### src/hdl/mwm_pkg.sv
package mwm_pkg;

   // fixed field widths of the item ports
   localparam int ADDR_FIELD_W = 6;
   localparam int DATA_FIELD_W = 16;
   localparam int TPP_W        = 8;
   localparam int PHASE_W      = 4;

   // request opcodes
   localparam logic OP_READ  = 1'b0;
   localparam logic OP_WRITE = 1'b1;

   // start bit plus two opcode bits as sent on the wire
   localparam logic [2:0] CMD_EXT   = 3'b100;   // ewen / ewds family
   localparam logic [2:0] CMD_WRITE = 3'b101;
   localparam logic [2:0] CMD_READ  = 3'b110;

   // top two address bits that select ewen or ewds
   localparam logic [1:0] EXT_EWEN = 2'b11;
   localparam logic [1:0] EXT_EWDS = 2'b00;

   // sequencer phases
   localparam logic [PHASE_W-1:0] PH_IDLE      = 4'd0;
   localparam logic [PHASE_W-1:0] PH_EWEN      = 4'd1;
   localparam logic [PHASE_W-1:0] PH_EWEN_GAP  = 4'd2;
   localparam logic [PHASE_W-1:0] PH_WRITE     = 4'd3;
   localparam logic [PHASE_W-1:0] PH_WRITE_GAP = 4'd4;
   localparam logic [PHASE_W-1:0] PH_BUSY      = 4'd5;
   localparam logic [PHASE_W-1:0] PH_BUSY_GAP  = 4'd6;
   localparam logic [PHASE_W-1:0] PH_EWDS      = 4'd7;
   localparam logic [PHASE_W-1:0] PH_EWDS_GAP  = 4'd8;
   localparam logic [PHASE_W-1:0] PH_READ      = 4'd9;
   localparam logic [PHASE_W-1:0] PH_CAPTURE   = 4'd10;
   localparam logic [PHASE_W-1:0] PH_READ_GAP  = 4'd11;

   typedef struct packed {
      logic                    start_req;
      logic                    opcode;
      logic [ADDR_FIELD_W-1:0] word_address;
      logic [DATA_FIELD_W-1:0] write_word;
      logic                    serial_data_out;
   } req_item_type;

   typedef struct packed {
      logic                    chip_select;
      logic                    serial_clock;
      logic                    serial_data_in;
      logic                    busy_res;
      logic                    read_valid;
      logic [DATA_FIELD_W-1:0] read_word;
      logic                    write_done;
   } rsp_item_type;

endpackage

### src/hdl/mwm_seq.sv
module mwm_seq #(
   parameter int ADDR_BITS = 6,
   parameter int WORD_BITS = 16
) (
   input  logic                       clock,
   input  logic                       reset,
   input  logic                       step_en,
   input  mwm_pkg::req_item_type      item,
   input  logic [mwm_pkg::TPP_W-1:0]  ticks_per_phase,
   output mwm_pkg::rsp_item_type      result
);

   localparam int SHIFT_W = 3 + ADDR_BITS + WORD_BITS;
   localparam int CNT_W   = $clog2(SHIFT_W + 1);
   localparam int IDX_W   = $clog2(SHIFT_W);
   localparam int CMD_LEN = 3 + ADDR_BITS;
   localparam int CAP_LEN = WORD_BITS + 1;

   logic [mwm_pkg::PHASE_W-1:0] ph_ff, ph_in;
   logic [CNT_W-1:0]            cnt_ff, cnt_in;
   logic [SHIFT_W-1:0]          sh_ff, sh_in;
   logic [WORD_BITS-1:0]        rx_ff, rx_in;
   logic [mwm_pkg::TPP_W-1:0]   tmr_ff, tmr_in;
   logic [ADDR_BITS-1:0]        addr_ff, addr_in;
   logic [WORD_BITS-1:0]        data_ff, data_in;
   logic                        cs_ff, cs_in;
   logic                        sk_ff, sk_in;
   logic                        di_ff, di_in;

   logic [mwm_pkg::TPP_W-1:0]   restart;
   logic [CNT_W-1:0]            cnt_dec;
   logic [CNT_W-1:0]            cnt_m1;
   logic                        load;
   logic [mwm_pkg::PHASE_W-1:0] load_ph;
   logic [SHIFT_W-1:0]          load_bits;
   logic [CNT_W-1:0]            load_m1;
   logic                        rv;
   logic                        wd;

   // a zero setting counts as one tick per phase
   assign restart = (ticks_per_phase == '0) ? '0 : ticks_per_phase - 1'b1;
   assign cnt_dec = cnt_ff - 1'b1;
   assign cnt_m1  = cnt_dec - 1'b1;

   always_comb begin
      ph_in     = ph_ff;
      cnt_in    = cnt_ff;
      sh_in     = sh_ff;
      rx_in     = rx_ff;
      tmr_in    = tmr_ff;
      addr_in   = addr_ff;
      data_in   = data_ff;
      cs_in     = cs_ff;
      sk_in     = sk_ff;
      di_in     = di_ff;
      load      = 1'b0;
      load_ph   = mwm_pkg::PH_IDLE;
      load_bits = '0;
      load_m1   = '0;
      rv        = 1'b0;
      wd        = 1'b0;

      if (ph_ff == mwm_pkg::PH_IDLE) begin
         if (item.start_req) begin
            addr_in = ADDR_BITS'(item.word_address);
            data_in = item.write_word[WORD_BITS-1:0];
            load    = 1'b1;
            load_m1 = CNT_W'(CMD_LEN - 1);
            tmr_in  = restart;
            if (item.opcode == mwm_pkg::OP_WRITE) begin
               load_ph   = mwm_pkg::PH_EWEN;
               load_bits = SHIFT_W'({mwm_pkg::CMD_EXT, mwm_pkg::EXT_EWEN,
                                     {(ADDR_BITS-2){1'b0}}});
            end else begin
               load_ph   = mwm_pkg::PH_READ;
               load_bits = SHIFT_W'({mwm_pkg::CMD_READ, ADDR_BITS'(item.word_address)});
            end
         end
      end else if (tmr_ff != '0) begin
         tmr_in = tmr_ff - 1'b1;
      end else begin
         tmr_in = restart;
         case (ph_ff)
            mwm_pkg::PH_EWEN, mwm_pkg::PH_WRITE, mwm_pkg::PH_EWDS,
            mwm_pkg::PH_READ: begin
               if (!sk_ff) begin
                  sk_in = 1'b1;
               end else begin
                  cnt_in = cnt_dec;
                  if (cnt_dec != '0) begin
                     cs_in = 1'b1;
                     sk_in = 1'b0;
                     di_in = sh_ff[cnt_m1[IDX_W-1:0]];
                  end else if (ph_ff == mwm_pkg::PH_READ) begin
                     ph_in  = mwm_pkg::PH_CAPTURE;
                     cnt_in = CNT_W'(CAP_LEN);
                     sh_in  = '0;
                     cs_in  = 1'b1;
                     sk_in  = 1'b0;
                     di_in  = 1'b0;
                  end else begin
                     ph_in = ph_ff + 1'b1;
                     cs_in = 1'b0;
                     sk_in = 1'b0;
                     di_in = 1'b0;
                  end
               end
            end
            mwm_pkg::PH_CAPTURE: begin
               if (!sk_ff) begin
                  // sample do just before sk rises
                  sh_in = SHIFT_W'({sh_ff[WORD_BITS-2:0], item.serial_data_out});
                  sk_in = 1'b1;
               end else begin
                  cnt_in = cnt_dec;
                  cs_in  = 1'b0;
                  sk_in  = 1'b0;
                  di_in  = 1'b0;
                  if (cnt_dec == '0) begin
                     rx_in = sh_ff[WORD_BITS-1:0];
                     ph_in = mwm_pkg::PH_READ_GAP;
                  end else begin
                     cs_in = 1'b1;
                  end
               end
            end
            mwm_pkg::PH_EWEN_GAP: begin
               load      = 1'b1;
               load_ph   = mwm_pkg::PH_WRITE;
               load_bits = {mwm_pkg::CMD_WRITE, addr_ff, data_ff};
               load_m1   = CNT_W'(SHIFT_W - 1);
            end
            mwm_pkg::PH_WRITE_GAP: begin
               ph_in  = mwm_pkg::PH_BUSY;
               cnt_in = '0;
               cs_in  = 1'b1;
               sk_in  = 1'b0;
               di_in  = 1'b0;
            end
            mwm_pkg::PH_BUSY: begin
               if (!sk_ff) begin
                  // bit 0 of the counter holds the sampled ready flag
                  cnt_in = CNT_W'(item.serial_data_out);
                  sk_in  = 1'b1;
               end else begin
                  sk_in = 1'b0;
                  di_in = 1'b0;
                  if (cnt_ff[0]) begin
                     ph_in = mwm_pkg::PH_BUSY_GAP;
                     cs_in = 1'b0;
                  end else begin
                     cs_in = 1'b1;
                  end
               end
            end
            mwm_pkg::PH_BUSY_GAP: begin
               load      = 1'b1;
               load_ph   = mwm_pkg::PH_EWDS;
               load_bits = SHIFT_W'({mwm_pkg::CMD_EXT, mwm_pkg::EXT_EWDS,
                                     {(ADDR_BITS-2){1'b0}}});
               load_m1   = CNT_W'(CMD_LEN - 1);
            end
            mwm_pkg::PH_EWDS_GAP, mwm_pkg::PH_READ_GAP: begin
               ph_in  = mwm_pkg::PH_IDLE;
               cnt_in = '0;
               cs_in  = 1'b0;
               sk_in  = 1'b0;
               di_in  = 1'b0;
               rv     = (ph_ff == mwm_pkg::PH_READ_GAP);
               wd     = (ph_ff == mwm_pkg::PH_EWDS_GAP);
            end
            default: begin
               ph_in = mwm_pkg::PH_IDLE;
               cs_in = 1'b0;
               sk_in = 1'b0;
               di_in = 1'b0;
            end
         endcase
      end

      // new command: cs up, sk low, di carries the start bit
      if (load) begin
         ph_in  = load_ph;
         sh_in  = load_bits;
         cnt_in = load_m1 + 1'b1;
         cs_in  = 1'b1;
         sk_in  = 1'b0;
         di_in  = load_bits[load_m1[IDX_W-1:0]];
      end
   end

   always_ff @(posedge clock) begin
      if (reset) begin
         ph_ff   <= mwm_pkg::PH_IDLE;
         cnt_ff  <= '0;
         sh_ff   <= '0;
         rx_ff   <= '0;
         tmr_ff  <= '0;
         addr_ff <= '0;
         data_ff <= '0;
         cs_ff   <= 1'b0;
         sk_ff   <= 1'b0;
         di_ff   <= 1'b0;
      end else if (step_en) begin
         ph_ff   <= ph_in;
         cnt_ff  <= cnt_in;
         sh_ff   <= sh_in;
         rx_ff   <= rx_in;
         tmr_ff  <= tmr_in;
         addr_ff <= addr_in;
         data_ff <= data_in;
         cs_ff   <= cs_in;
         sk_ff   <= sk_in;
         di_ff   <= di_in;
      end
   end

   always_comb begin
      result.chip_select    = cs_in;
      result.serial_clock   = sk_in;
      result.serial_data_in = di_in;
      result.busy_res       = (ph_in != mwm_pkg::PH_IDLE);
      result.read_valid     = rv;
      result.read_word      = mwm_pkg::DATA_FIELD_W'(rx_in);
      result.write_done     = wd;
   end

endmodule

### src/hdl/microwire_eeprom_master.sv
// Microwire master for a 93C46-style serial EEPROM (x16 organization). Each
// item on the req channel is one timing tick: it may carry a new command
// (taken only while idle) and always carries the sampled DO pin. Each tick
// yields exactly one rsp item with the CS, SK and DI pin levels after that
// tick, a busy flag, a one-tick read_valid with the captured word, and a
// one-tick write_done. A write runs write-enable, the write command with
// 16 data bits, busy polling until DO reads high (no timeout), then
// write-disable; a read sends the read command and captures 17 bits,
// dropping the leading dummy bit. Each pin phase lasts csr ticks_per_phase
// ticks (0 behaves as 1, reset value 1); write it only while idle.
// Rate: one item per clock cycle, sustained under no backpressure. An item
// taken at a clock edge sits in the input register, the phase sequencer
// updates its whole state for that tick in one pass, and the rsp item is
// then held in the result register, from which it is valid. A stalled rsp
// holds the sequencer, and req once both hold items.
module microwire_eeprom_master #(
   parameter int ADDR_BITS = 6,
   parameter int WORD_BITS = 16
) (
   input  logic                       clock,
   input  logic                       reset,

   // tick items in
   input  logic                       req_valid,
   output logic                       req_ready,
   input  mwm_pkg::req_item_type      req_item,

   // pin and status items out
   output logic                       rsp_valid,
   input  logic                       rsp_ready,
   output mwm_pkg::rsp_item_type      rsp_item,

   // ticks_per_phase register
   input  logic                       csr_write_en,
   input  logic [mwm_pkg::TPP_W-1:0]  csr_write_data
);

   logic                       in_vld_ff, in_vld_in;
   mwm_pkg::req_item_type      in_item_ff;
   logic                       out_vld_ff, out_vld_in;
   mwm_pkg::rsp_item_type      out_item_ff;
   logic [mwm_pkg::TPP_W-1:0]  tpp_ff;

   logic                       req_take;
   logic                       step;
   mwm_pkg::rsp_item_type      step_result;

   // the held item steps when the result register is free or being drained
   assign step      = in_vld_ff && (!out_vld_ff || rsp_ready);
   assign req_ready = !in_vld_ff || step;
   assign req_take  = req_valid && req_ready;

   assign in_vld_in  = req_take ? 1'b1 : (step ? 1'b0 : in_vld_ff);
   assign out_vld_in = step ? 1'b1 : (rsp_ready ? 1'b0 : out_vld_ff);

   // config register
   always_ff @(posedge clock) begin
      if (reset) begin
         tpp_ff <= mwm_pkg::TPP_W'(1);
      end else if (csr_write_en) begin
         tpp_ff <= csr_write_data;
      end
   end

   // input register
   always_ff @(posedge clock) begin
      if (reset) begin
         in_vld_ff <= 1'b0;
      end else begin
         in_vld_ff <= in_vld_in;
      end
   end

   always_ff @(posedge clock) begin
      if (req_take) begin
         in_item_ff <= req_item;
      end
   end

   // phase sequencer, advanced once per item
   mwm_seq #(
      .ADDR_BITS (ADDR_BITS),
      .WORD_BITS (WORD_BITS)
   ) u_seq (
      .clock           (clock),
      .reset           (reset),
      .step_en         (step),
      .item            (in_item_ff),
      .ticks_per_phase (tpp_ff),
      .result          (step_result)
   );

   // result register
   always_ff @(posedge clock) begin
      if (reset) begin
         out_vld_ff <= 1'b0;
      end else begin
         out_vld_ff <= out_vld_in;
      end
   end

   always_ff @(posedge clock) begin
      if (step) begin
         out_item_ff <= step_result;
      end
   end

   assign rsp_valid = out_vld_ff;
   assign rsp_item  = out_item_ff;

endmodule
### config.mk
export PLATFORM = sky130hd
export DESIGN_NAME = microwire_eeprom_master
export DESIGN_NICKNAME = d
export VERILOG_FILES = /design/src/hdl/mwm_pkg.sv /design/src/hdl/mwm_seq.sv /design/src/hdl/microwire_eeprom_master.sv
export SDC_FILE = /design/constraint.sdc
export NUM_CORES = 1
export LEC_CHECK = 0
export ABC_AREA = 1
export BUFFER_PORTS_ARGS = -buffer_cell sky130_fd_sc_hd__buf_2
export CAP_MARGIN = 20
export CELL_PAD_IN_SITES_DETAIL_PLACEMENT = 1
export CELL_PAD_IN_SITES_GLOBAL_PLACEMENT = 1
export CORE_ASPECT_RATIO = 1.75
export CORE_UTILIZATION = 44
export DETAILED_ROUTE_END_ITERATION = 8
export GPL_ROUTABILITY_DRIVEN = 0
export HOLD_SLACK_MARGIN = 0.06
export PLACE_DENSITY = 0.91
export SLEW_MARGIN = 0
export SYNTH_ARGS = -nofsm -noshare
export SYNTH_HDL_FRONTEND = slang
export SYNTH_SLANG_ARGS = --single-unit
### constraint.sdc
create_clock -name clock -period 2.6 [get_ports clock]
set_input_delay 0.26 -clock clock [delete_from_list [all_inputs] [get_ports clock]]
set_output_delay 0.26 -clock clock [all_outputs]
set_load 0.02 [all_outputs]
==> results.json, run 1 <==
{
  "wire_per_inst_um": 21.3,
  "fin_skew_ns": 0.0120,
  "whs_ns": 0.112,
  "root_buffer": "clkbuf_16",
  "fin_crit_ns": 2.57,
  "maxSlewViolCount": 0,
  "pre_cts_slack_ns": -0.200,
  "viasPerCell": 5.78,
  "via_count": 6721,
  "slowest_stage": "dfxtp_2",
  "nFillCells": 1806,
  "cts_made_buffers": 17,
  "power_leakage_uw": 0.00363,
  "port_buffers": 61,
  "antenna_found_initial": 1,
  "core-area_um2": 14800,
  "crit_type": "reg -> reg",
  "syn-cell-area_um2": 6660,
  "clk-insertion-delay-late_ns": 0.44,
  "cp_cell_sequence": "inv_1 -> ha_1 -> nand2_1 -> nand2_1 -> inv_1 -> nand2_1 -> o21ai_0 -> nor2_1 -> a21oi_1 -> nand2_1 -> nor2_1 -> nand2_1",
  "powerDensity_nw_per_um2": 764,
  "peakVddDrop_mv": 0.641,
  "nNetsFinal": 1013,
  "synth_edf_count": 47,
  "clock-sinks": 138,
  "drtAntennaViolNets": 0,
  "grt_pass1_vias": 7278,
  "crit_path_end_kind": "flip-flop",
  "avgSynthCellArea_um2": 7.65,
  "worst_slack_ns": 0.0289,
  "ys.flop_type": "dfxtp_1",
  "first_iter_violations": 409,
  "dp_cells": 1097,
  "grt_first_pass_wirelength_um": 37900,
  "relSlewSlack_pct": 61.7,
  "drive_gt1_share_pct": 16.5,
  "fp-row-count": 59,
  "synthArstFlopShare_pct": 0,
  "synth_top_area_share_pct": 27.4,
  "num_antenna_cells": 0,
  "grt-ovfl-total": 0,
  "clock.fmax_mhz": 389,
  "hold_violations": 0,
  "fin_cells": 1163,
  "totalNegativeSetupSlack_ns": 0,
  "grt_max_degree": 49,
  "yosysTopAreaCell": "dfxtp_1",
  "slowest_delay_ns": 0.40,
  "drc": 0,
  "start_util_pct": 44.9,
  "cpMostUsedCell": "nand2_1",
  "rsz0062_at_grt": "true",
  "grt_use_total_pct": 32.8,
  "synth_most_common_cell": "nand2_1",
  "yosysWarnings": 0,
  "synth_area_leaders": "dfxtp_1 27%, edfxtp_1 21%, nand2_1 11%",
  "start_kind": "flip-flop",
  "crit_required_ns": 2.79,
  "die_x_um": 95,
  "dp_hpwl_um": 14600,
  "max-cap-violations": 0,
  "die_h_um": 165,
  "synth_fp_nets": 917,
  "synthesis.instances": 871,
  "area_growth_pct": 22.7,
  "dieArea_um2": 15700,
  "tightest_slew_ns": 0.575,
  "status": "completed",
  "ctsHtreeMaxLevel": 4,
  "wl_um": 24700,
  "io_pins": 62,
  "cts_tree": "built",
  "critPathMaxFanout": 6,
  "yosysUniqueCellTypes": 39,
  "yosys-top-cells-count": "189 x nand2_1, 109 x inv_1, 107 x nor2_1",
  "cp.arrival_ns": 2.76,
  "fin_crit_sh_pct": 98.9,
  "yosysSeqAreaShare_pct": 48.5,
  "setup_violations": 0,
  "clock_path_buffers": 2,
  "firstDrtPassIters": 5,
  "ys_ff_latch": 138,
  "hp-class": "in -> reg",
  "clkTransAtPathRegs_ns": 0.06
}
==> worst max-delay path, delay by kind of cell, from the launching register on <==
family,cells,cell delay [ns]
simple gates,7,0.77
compound gates,2,0.48
flops,1,0.40
buf+inv,2,0.34
fa+ha+maj,1,0.31
==> worst paths after layout <==
path              slack [ns]  depth (start not counted)                            to                         start
hold / removal          0.11                          3        tpp_ff[1]$_SDFFE_PP0P_             csr_write_data[1]
setup reg to reg        0.03                         12        rsp_item[18]$_DFFE_PP_   u_seq.ph_ff[0]$_SDFFE_PP0P_
setup / recovery        0.03                         12        rsp_item[18]$_DFFE_PP_   u_seq.ph_ff[0]$_SDFFE_PP0P_
hold reg to reg         0.47                          2  u_seq.sh_ff[16]$_SDFFE_PP0P_  u_seq.sh_ff[16]$_SDFFE_PP0P_
==> state kept, by name, summed over array words and instances (netlist names), 4 cells and up <==
register       flops
u_seq.tmr_ff       8
tpp_ff             8
u_seq.addr_ff      6
u_seq.ph_ff        4
in_item_ff        25
u_seq.cnt_ff       5
u_seq.data_ff     16
rsp_item          22
u_seq.rx_ff       16
u_seq.sh_ff       23
==> layout make-up <==
class	count	area, um^2	area share, %
repair buffers	109	738	9.03
clock buffers	22	485	5.94
repair inverters	1	7.51	0.0918
inverters	122	472	5.77
clock inverters	10	163	1.99
multi-input cells	578	2850	34.8
flip-flops and latches	138	3230	39.6
well taps	183	229	2.80
==> metal layers <==
metal  vias up  track usage, %  wire (um)
li1       3027               -          -
met1      3259            31.0       8290
met2       294            59.8      13400
met3       141            6.08       1150
met4         0            26.4       1870
met5         -               0          0
==> metrics by stage <==
| stage | utilization (%) | cell area (um^2) | total power (uW) |
|---|---|---|---|
| global route | 55.1 | 8170 | 6430 |
| detailed placement | 48.1 | 7140 | 3430 |
| global placement | 48.1 | 7140 | 3380 |
| finish | 55.1 | 8170 | 6250 |
| floorplan | - | 6660 | 3130 |
| CTS | 54.7 | 8120 | 6190 |
==> cells in the final DEF (no fill, tap or decap), types with 3 or more instances in the layout <==
cell and count:
nand2_1 186, inv_1 107, nor2_1 104, dfxtp_1 90, o21ai_0 84, a21oi_1 69
buf_2 61, edfxtp_1 47, nand3_1 32, dlygate4sd3_1 29, buf_4 19, clkbuf_16 18
o21ai_1 13, o21ai_2 11, inv_2 9, ha_1 8, o22ai_1 7, xor2_1 7
nor3_1 6, o211ai_1 6, nand2_2 5, nand2_4 5, nand4_1 5, nor2_2 5
o31ai_1 4, inv_4 4, clkinvlp_4 4, o221ai_1 4, bufinv_16 4, nor2_4 3
==> kinds of logic after synthesis <==
kind of cell / count (synthesis) / synth area share (%)
AND/OR/NAND/NOR: 356 / 22.3
AO/OA/AOI/OAI: 206 / 17.2
buffers and inverters: 156 / 9.49
flip-flops: 138 / 48.5
adder cells (fa/ha/maj): 8 / 1.50
XOR/XNOR: 7 / 0.921
==> report_power, final <==
| group | switching [uW] | internal, uW | total [uW] |
|---|---|---|---|
| Sequential | 83.1 | 2370 | 2450 |
| Combinational | 747 | 334 | 1080 |
| Clock | 1000 | 1720 | 2720 |
==> what timing repair did <==
action / CTS / global route
gates cloned: 1 / 1
setup buffers: 0 / 3
hold buffers: 29 / 0
pin swaps: 0 / 1
resized for setup: 9 / 9
endpoints found under the setup margin: 49 / 30
endpoints found under the hold margin: 29 / 0
Note: power is estimated with default switching activity, not from simulation.
==> run 2: changes to the inputs <==
CORE_UTILIZATION = 45   (was 44)
CTS_BUF_LIST = sky130_fd_sc_hd__clkbuf_4 sky130_fd_sc_hd__clkbuf_8   (was not set)
PLACE_DENSITY = 0.92   (was 0.91)
==> results.json, run 2 (synthesized netlist as in run 1, its figures left out) <==
{
  "clock-sinks": 138,
  "viasPerCell": 5.44,
  "die_h_um": 163,
  "clock_path_buffers": 2,
  "wire_per_inst_um": 17.4,
  "fp-row-count": 58,
  "relSlewSlack_pct": 64.1,
  "path_buf_inv": 4,
  "grt_use_total_pct": 27.6,
  "tightest_slew_ns": 0.535,
  "num_antenna_cells": 0,
  "peakVddDrop_mv": 0.378,
  "drtAntennaViolNets": 0,
  "cts_tree": "built",
  "nNetsFinal": 1006,
  "setup_violations": 0,
  "via_count": 6272,
  "cp.arrival_ns": 2.78,
  "rr_endpoint": "u_seq.sh_ff[3]$_SDFFE_PP0P_",
  "totalNegativeSetupSlack_ns": 0,
  "nFillCells": 1815,
  "power.total_uw": 5240,
  "rsz0062_at_grt": "false",
  "antenna_found_initial": 0,
  "rr_worst_depth": 16,
  "dieArea_um2": 15300,
  "critPathMaxFanout": 33,
  "powerDensity_nw_per_um2": 668,
  "wl_um": 20100,
  "firstDrtPassIters": 4,
  "crit_path_end_kind": "flip-flop",
  "clkTransAtPathRegs_ns": 0.09,
  "hp-class": "in -> reg",
  "fin_crit_ns": 2.39,
  "power_leakage_uw": 0.00349,
  "startpoint": "u_seq.tmr_ff[0]$_SDFFE_PP0P_",
  "worstSetupEndpoint": "u_seq.sh_ff[3]$_SDFFE_PP0P_",
  "max-cap-violations": 0,
  "top_register": "in_item_ff",
  "fin_skew_ns": 0.0146,
  "mostFrequentLayoutCell": "nand2_1",
  "fin_crit_sh_pct": 92.0,
  "io_pins": 62,
  "cp_cell_sequence": "inv_1 -> ha_1 -> nand2_1 -> inv_2 -> nand3_2 -> nor2_4 -> nand2_4 -> nor2_8 -> nand2_1 -> nand2_4 -> inv_4 -> nand2_2 -> nand2_8 -> inv_2 -> nand2_1 -> a21oi_1",
  "layout_common_cells": "188 x nand2_1, 107 x inv_1, 106 x nor2_1",
  "die_x_um": 94.0,
  "clock.fmax_mhz": 418,
  "dp_hpwl_um": 13400,
  "crit_family": "simple AND/OR/NAND/NOR gates",
  "port_buffers": 61,
  "cp.depth": 16,
  "drc": 0,
  "drive_gt1_share_pct": 15.8,
  "hold_violations": 0,
  "r2r_start": "u_seq.tmr_ff[0]$_SDFFE_PP0P_",
  "start_kind": "flip-flop",
  "root_buffer": "clkbuf_8",
  "grt-ovfl-total": 0,
  "slowest_delay_ns": 0.33,
  "area_growth_pct": 17.8,
  "grt_max_degree": 49,
  "cts_made_buffers": 17,
  "maxSlewViolCount": 0,
  "largest_register_ffs": 25,
  "ctsHtreeMaxLevel": 4,
  "r2r_setup_slack_ns": 0.21,
  "slowest_stage": "dfxtp_1",
  "clk-insertion-delay-late_ns": 0.47,
  "status": "completed",
  "cpMostUsedCell": "nand2_1",
  "grt_first_pass_wirelength_um": 32200,
  "crit_required_ns": 2.99,
  "crit_type": "reg -> reg",
  "core-area_um2": 14400,
  "first_iter_violations": 277,
  "grt_pass1_vias": 6734,
  "start_util_pct": 46.1
}
==> run 2: cell types whose count changed in the layout (fill, tap and decap cells not counted), moves of 4 or more <==
cell / before / now
clkbuf_8: 2 / 17
inv_6: 1 / 5
inv_8: 0 / 4
buf_4: 19 / 14
clkbuf_16: 18 / 0
==> run 2: metal layers <==
layer  vias to the layer above  global-route usage, %  share of wire (%)
met4                         0                   17.4                4.9
met5                         -                      0                  0
li1                       3004                      -                  -
met3                        74                   3.83                3.1
met2                       154                   52.3                 56
met1                      3040                   27.2                 36
==> run 2: worst min path at each step <==
stage / start / endpoint / slack (ns) / cells after the start
6_report: csr_write_data[0] / tpp_ff[0]$_SDFFE_PP1P_ / 0.07 / 3
5_1_grt: csr_write_data[0] / tpp_ff[0]$_SDFFE_PP1P_ / 0.09 / 3
4_1_cts: csr_write_data[0] / tpp_ff[0]$_SDFFE_PP1P_ / 0.07 / 3
3_5_place_dp: req_item[7] / in_item_ff[7]$_DFFE_PP_ / 0.44 / 1
3_3_place_gp: req_item[20] / in_item_ff[20]$_DFFE_PP_ / 0.44 / 1
2_1_floorplan: req_item[0] / in_item_ff[0]$_DFFE_PP_ / 0.36 / 0
==> run 2: power breakdown <==
| part | leakage, uW | switching (uW) | internal [uW] |
|---|---|---|---|
| registers | 0.00120 | 73.7 | 2360 |
| logic | 0.00208 | 666 | 320 |
| clock network | 0.000209 | 1000 | 815 |
==> run 2: area by class of cell <==
class	count	area (um^2)	share of cell area (%)
flip-flops and latches	138	3230	41.2
multi-input cells	577	2810	35.9
repair buffers	103	691	8.80
inverters	122	464	5.92
clock buffers	17	234	2.98
well taps	180	225	2.87
clock inverters	15	178	2.26
repair inverters	1	7.51	0.0957
==> run 2: timing repair <==
| item | CTS | global route |
|---|---|---|
| endpoints found under the hold margin | 28 | 0 |
| hold buffers | 28 | 0 |
| setup buffers | 0 | 1 |
| gates resized for setup | 0 | 9 |
| endpoints found under the setup margin | 0 | 38 |
==> run 2: per-stage QoR <==
stage          cell area (um^2)  util, %  worst slack, ns  instances  hold WS [ns]
6_report                   7850     54.3            0.208       1153        0.0744
5_1_grt                    7850     54.3          0.00149       1153        0.0887
4_1_cts                    7810     54.1           0.0245       1151        0.0747
2_1_floorplan              6660        -            0.643        871         0.359
3_5_place_dp               7120     49.3           0.0700       1091         0.439
3_3_place_gp               7120     49.3           0.0934       1091         0.437
==> run 2: worst reg2reg max path: cells and delay by family, from the launching register on <==
family	cells	cell delay (ns)
AOI/OAI and AO/OA	1	0.13
adders and majority gates	1	0.20
buffers and inverters	4	0.50
DFF	1	0.33
and+or+nand+nor	10	1.18
==> run 3: changes to the inputs <==
ABC_AREA = not set   (was 1)
PLACE_DENSITY = 0.89   (was 0.92)
==> results.json, run 3 <==
{
  "status": "complete, but fails checks",
  "violations": "setup timing",
  "area_growth_pct": 23.9,
  "wire_per_inst_um": 24.2,
  "grt_pass1_vias": 6677,
  "port_buffers": 61,
  "ys_ff_latch": 138,
  "drc": 0,
  "fp-row-count": 58,
  "num_antenna_cells": 0,
  "synth_edf_count": 47,
  "drive_gt1_share_pct": 27.0,
  "r2r_setup_slack_ns": -0.05,
  "clkTransAtPathRegs_ns": 0.10,
  "r2r_start": "u_seq.tmr_ff[1]$_SDFFE_PP0P_",
  "crit_required_ns": 2.95,
  "viasPerCell": 6.37,
  "firstDrtPassIters": 8,
  "cp.arrival_ns": 2.99,
  "first_iter_violations": 534,
  "pre_cts_slack_ns": -0.100,
  "grt_use_total_pct": 30.1,
  "avgSynthCellArea_um2": 9.85,
  "synth_area_leaders": "dfxtp_1 27%, edfxtp_1 21%, nor2_1 5.2%",
  "dieArea_um2": 15200,
  "largest_register_ffs": 25,
  "synth_fp_nets": 719,
  "mostFrequentLayoutCell": "nor2_1",
  "top_register": "in_item_ff",
  "design_area_um2": 8210,
  "hp-class": "in -> reg",
  "yosysTopAreaCell": "dfxtp_1",
  "rsz0062_at_grt": "true",
  "core-area_um2": 14400,
  "hold_violations": 0,
  "hp-start": "csr_write_data[3]",
  "crit_type": "reg -> reg",
  "relSlewSlack_pct": 47.4,
  "via_count": 6223,
  "clock.fmax_mhz": 378,
  "die_h_um": 163,
  "min_to": "tpp_ff[3]$_SDFFE_PP0P_",
  "crit_path_end_kind": "flip-flop",
  "power_leakage_uw": 0.00310,
  "layout_common_cells": "89 x nor2_1, 85 x dfxtp_1, 61 x nand2_1, 61 x buf_2, 48 x a21oi_1",
  "grt-ovfl-total": 0,
  "fin_crit_sh_pct": 102,
  "maxSlewViolCount": 0,
  "ctsHtreeMaxLevel": 4,
  "syn-cell-area_um2": 6630,
  "fin_skew_ns": 0.0196,
  "grt_max_degree": 68,
  "cts_tree": "built",
  "antenna_found_initial": 0,
  "clk-insertion-delay-late_ns": 0.46,
  "whs_path_depth": 3,
  "synthesis.instances": 673,
  "nNetsFinal": 830,
  "rr_worst_depth": 9,
  "ys.flop_type": "dfxtp_1",
  "start_kind": "flip-flop",
  "yosysSeqAreaShare_pct": 48.8,
  "yosysWarnings": 0,
  "start_util_pct": 46.1,
  "yosys-top-cells-count": "91 x dfxtp_1, 91 x nor2_1, 62 x nand2_1",
  "io_pins": 62,
  "critPathMaxFanout": 15,
  "cts_made_buffers": 17,
  "fin_crit_ns": 2.65,
  "clock-sinks": 138,
  "wl_um": 23700,
  "drtAntennaViolNets": 0,
  "yosysUniqueCellTypes": 70,
  "synthArstFlopShare_pct": 0,
  "max-cap-violations": 0,
  "root_buffer": "clkbuf_8",
  "setup_violations": 5,
  "totalNegativeSetupSlack_ns": -0.0635,
  "tightest_slew_ns": 0.784,
  "postPlaceCellArea_um2": 7270,
  "grt_first_pass_wirelength_um": 34900,
  "clock_path_buffers": 2,
  "powerDensity_nw_per_um2": 615,
  "die_x_um": 93.7,
  "synth_top_area_share_pct": 27.5,
  "rr_endpoint": "u_seq.sh_ff[2]$_SDFFE_PP0P_",
  "worst_slack_ns": -0.0452,
  "peakVddDrop_mv": 0.832,
  "dp_hpwl_um": 13300
}
==> run 3: cell types whose count changed after synthesis, sizes merged, moves of 22 or more <==
cell,delta
o21ai,-80
nand3,-23
nand2,-134
mux2i,+31
inv,-105
a21oi,-22
==> run 3: worst max path at each step <==
stage	start	endpoint	slack (ns)	depth (start not counted)
after floorplan	u_seq.tmr_ff[1]$_SDFFE_PP0P_	rsp_item[10]$_DFFE_PP_	-0.15	9
after CTS	u_seq.tmr_ff[1]$_SDFFE_PP0P_	u_seq.sh_ff[7]$_SDFFE_PP0P_	0.02	9
after global routing	u_seq.tmr_ff[1]$_SDFFE_PP0P_	u_seq.sh_ff[2]$_SDFFE_PP0P_	-0.1	9
final	u_seq.tmr_ff[1]$_SDFFE_PP0P_	u_seq.sh_ff[2]$_SDFFE_PP0P_	-0.05	9
after global placement	u_seq.tmr_ff[1]$_SDFFE_PP0P_	rsp_item[16]$_DFFE_PP_	0.01	7
after detailed placement	u_seq.tmr_ff[1]$_SDFFE_PP0P_	u_seq.sh_ff[7]$_SDFFE_PP0P_	-0.10	9
==> run 3: cell type report <==
type | count | area [um^2]
fillers | 1582 | 6160
multi-input cells | 473 | 3290
flip-flops and latches | 138 | 3240
repair buffers | 138 | 1020
clock buffers | 18 | 248
well taps | 180 | 225
clock inverters | 14 | 131
inverters | 16 | 60.1
==> run 3: per-layer routing <==
metal	wire length [um]	global-route usage [%]	part of all wire, %	up-vias
li1	-	-	-	2698
met1	8250	29.9	35	3027
met2	12600	55.6	53	378
met3	1380	5.23	5.8	120
met4	1450	19.8	6.1	0
met5	0	0	0	-
==> run 3: repair_timing <==
action,CTS,global route
cloned,1,1
hold buffers,32,1
endpoints found under the setup margin,42,74
resized for setup,13,26
pin swaps,3,6
setup buffers,1,3
hold endpoints to repair,32,1
==> run 3: power by group <==
part	total (uW)	internal, uW	switching (uW)
logic	920	360	560
registers	2410	2320	88.9
clock network	1720	724	996
total	5050	3400	1640
==> run 3: kinds of logic (layout without fill, tap and decap cells) <==
group / after synthesis / in the layout / synth area share, %
buffers and inverters: 64 / 186 / 4.46
AND/OR/NAND/NOR: 239 / 239 / 16.9
XOR/XNOR: 8 / 8 / 1.06
AO/OA/AOI/OAI: 163 / 165 / 17.4
adder cells (fa/ha/maj): 8 / 8 / 1.51
multiplexers: 53 / 53 / 9.84
flip-flops: 138 / 138 / 48.8
==> run 3: worst max-delay path: stages (launching register included) <==
cell      delay [ns]
dfxtp_4         0.37
inv_2           0.08
ha_4            0.14
or3b_4          0.39
or3_4           0.39
buf_6           0.15
nor4_4          0.20
buf_4           0.29
a222oi_1        0.13
a211oi_1        0.39
==> run 3: per-stage QoR <==
step	utilization (%)	std cells	hold WS, ns	total power, uW
floorplan	-	673	0.359	2930
global placement	50.6	905	0.437	3150
detailed placement	50.6	905	0.438	3200
CTS	56.1	971	0.0602	4920
global route	57.2	977	0.0688	5190
finish	57.2	977	0.0866	5050
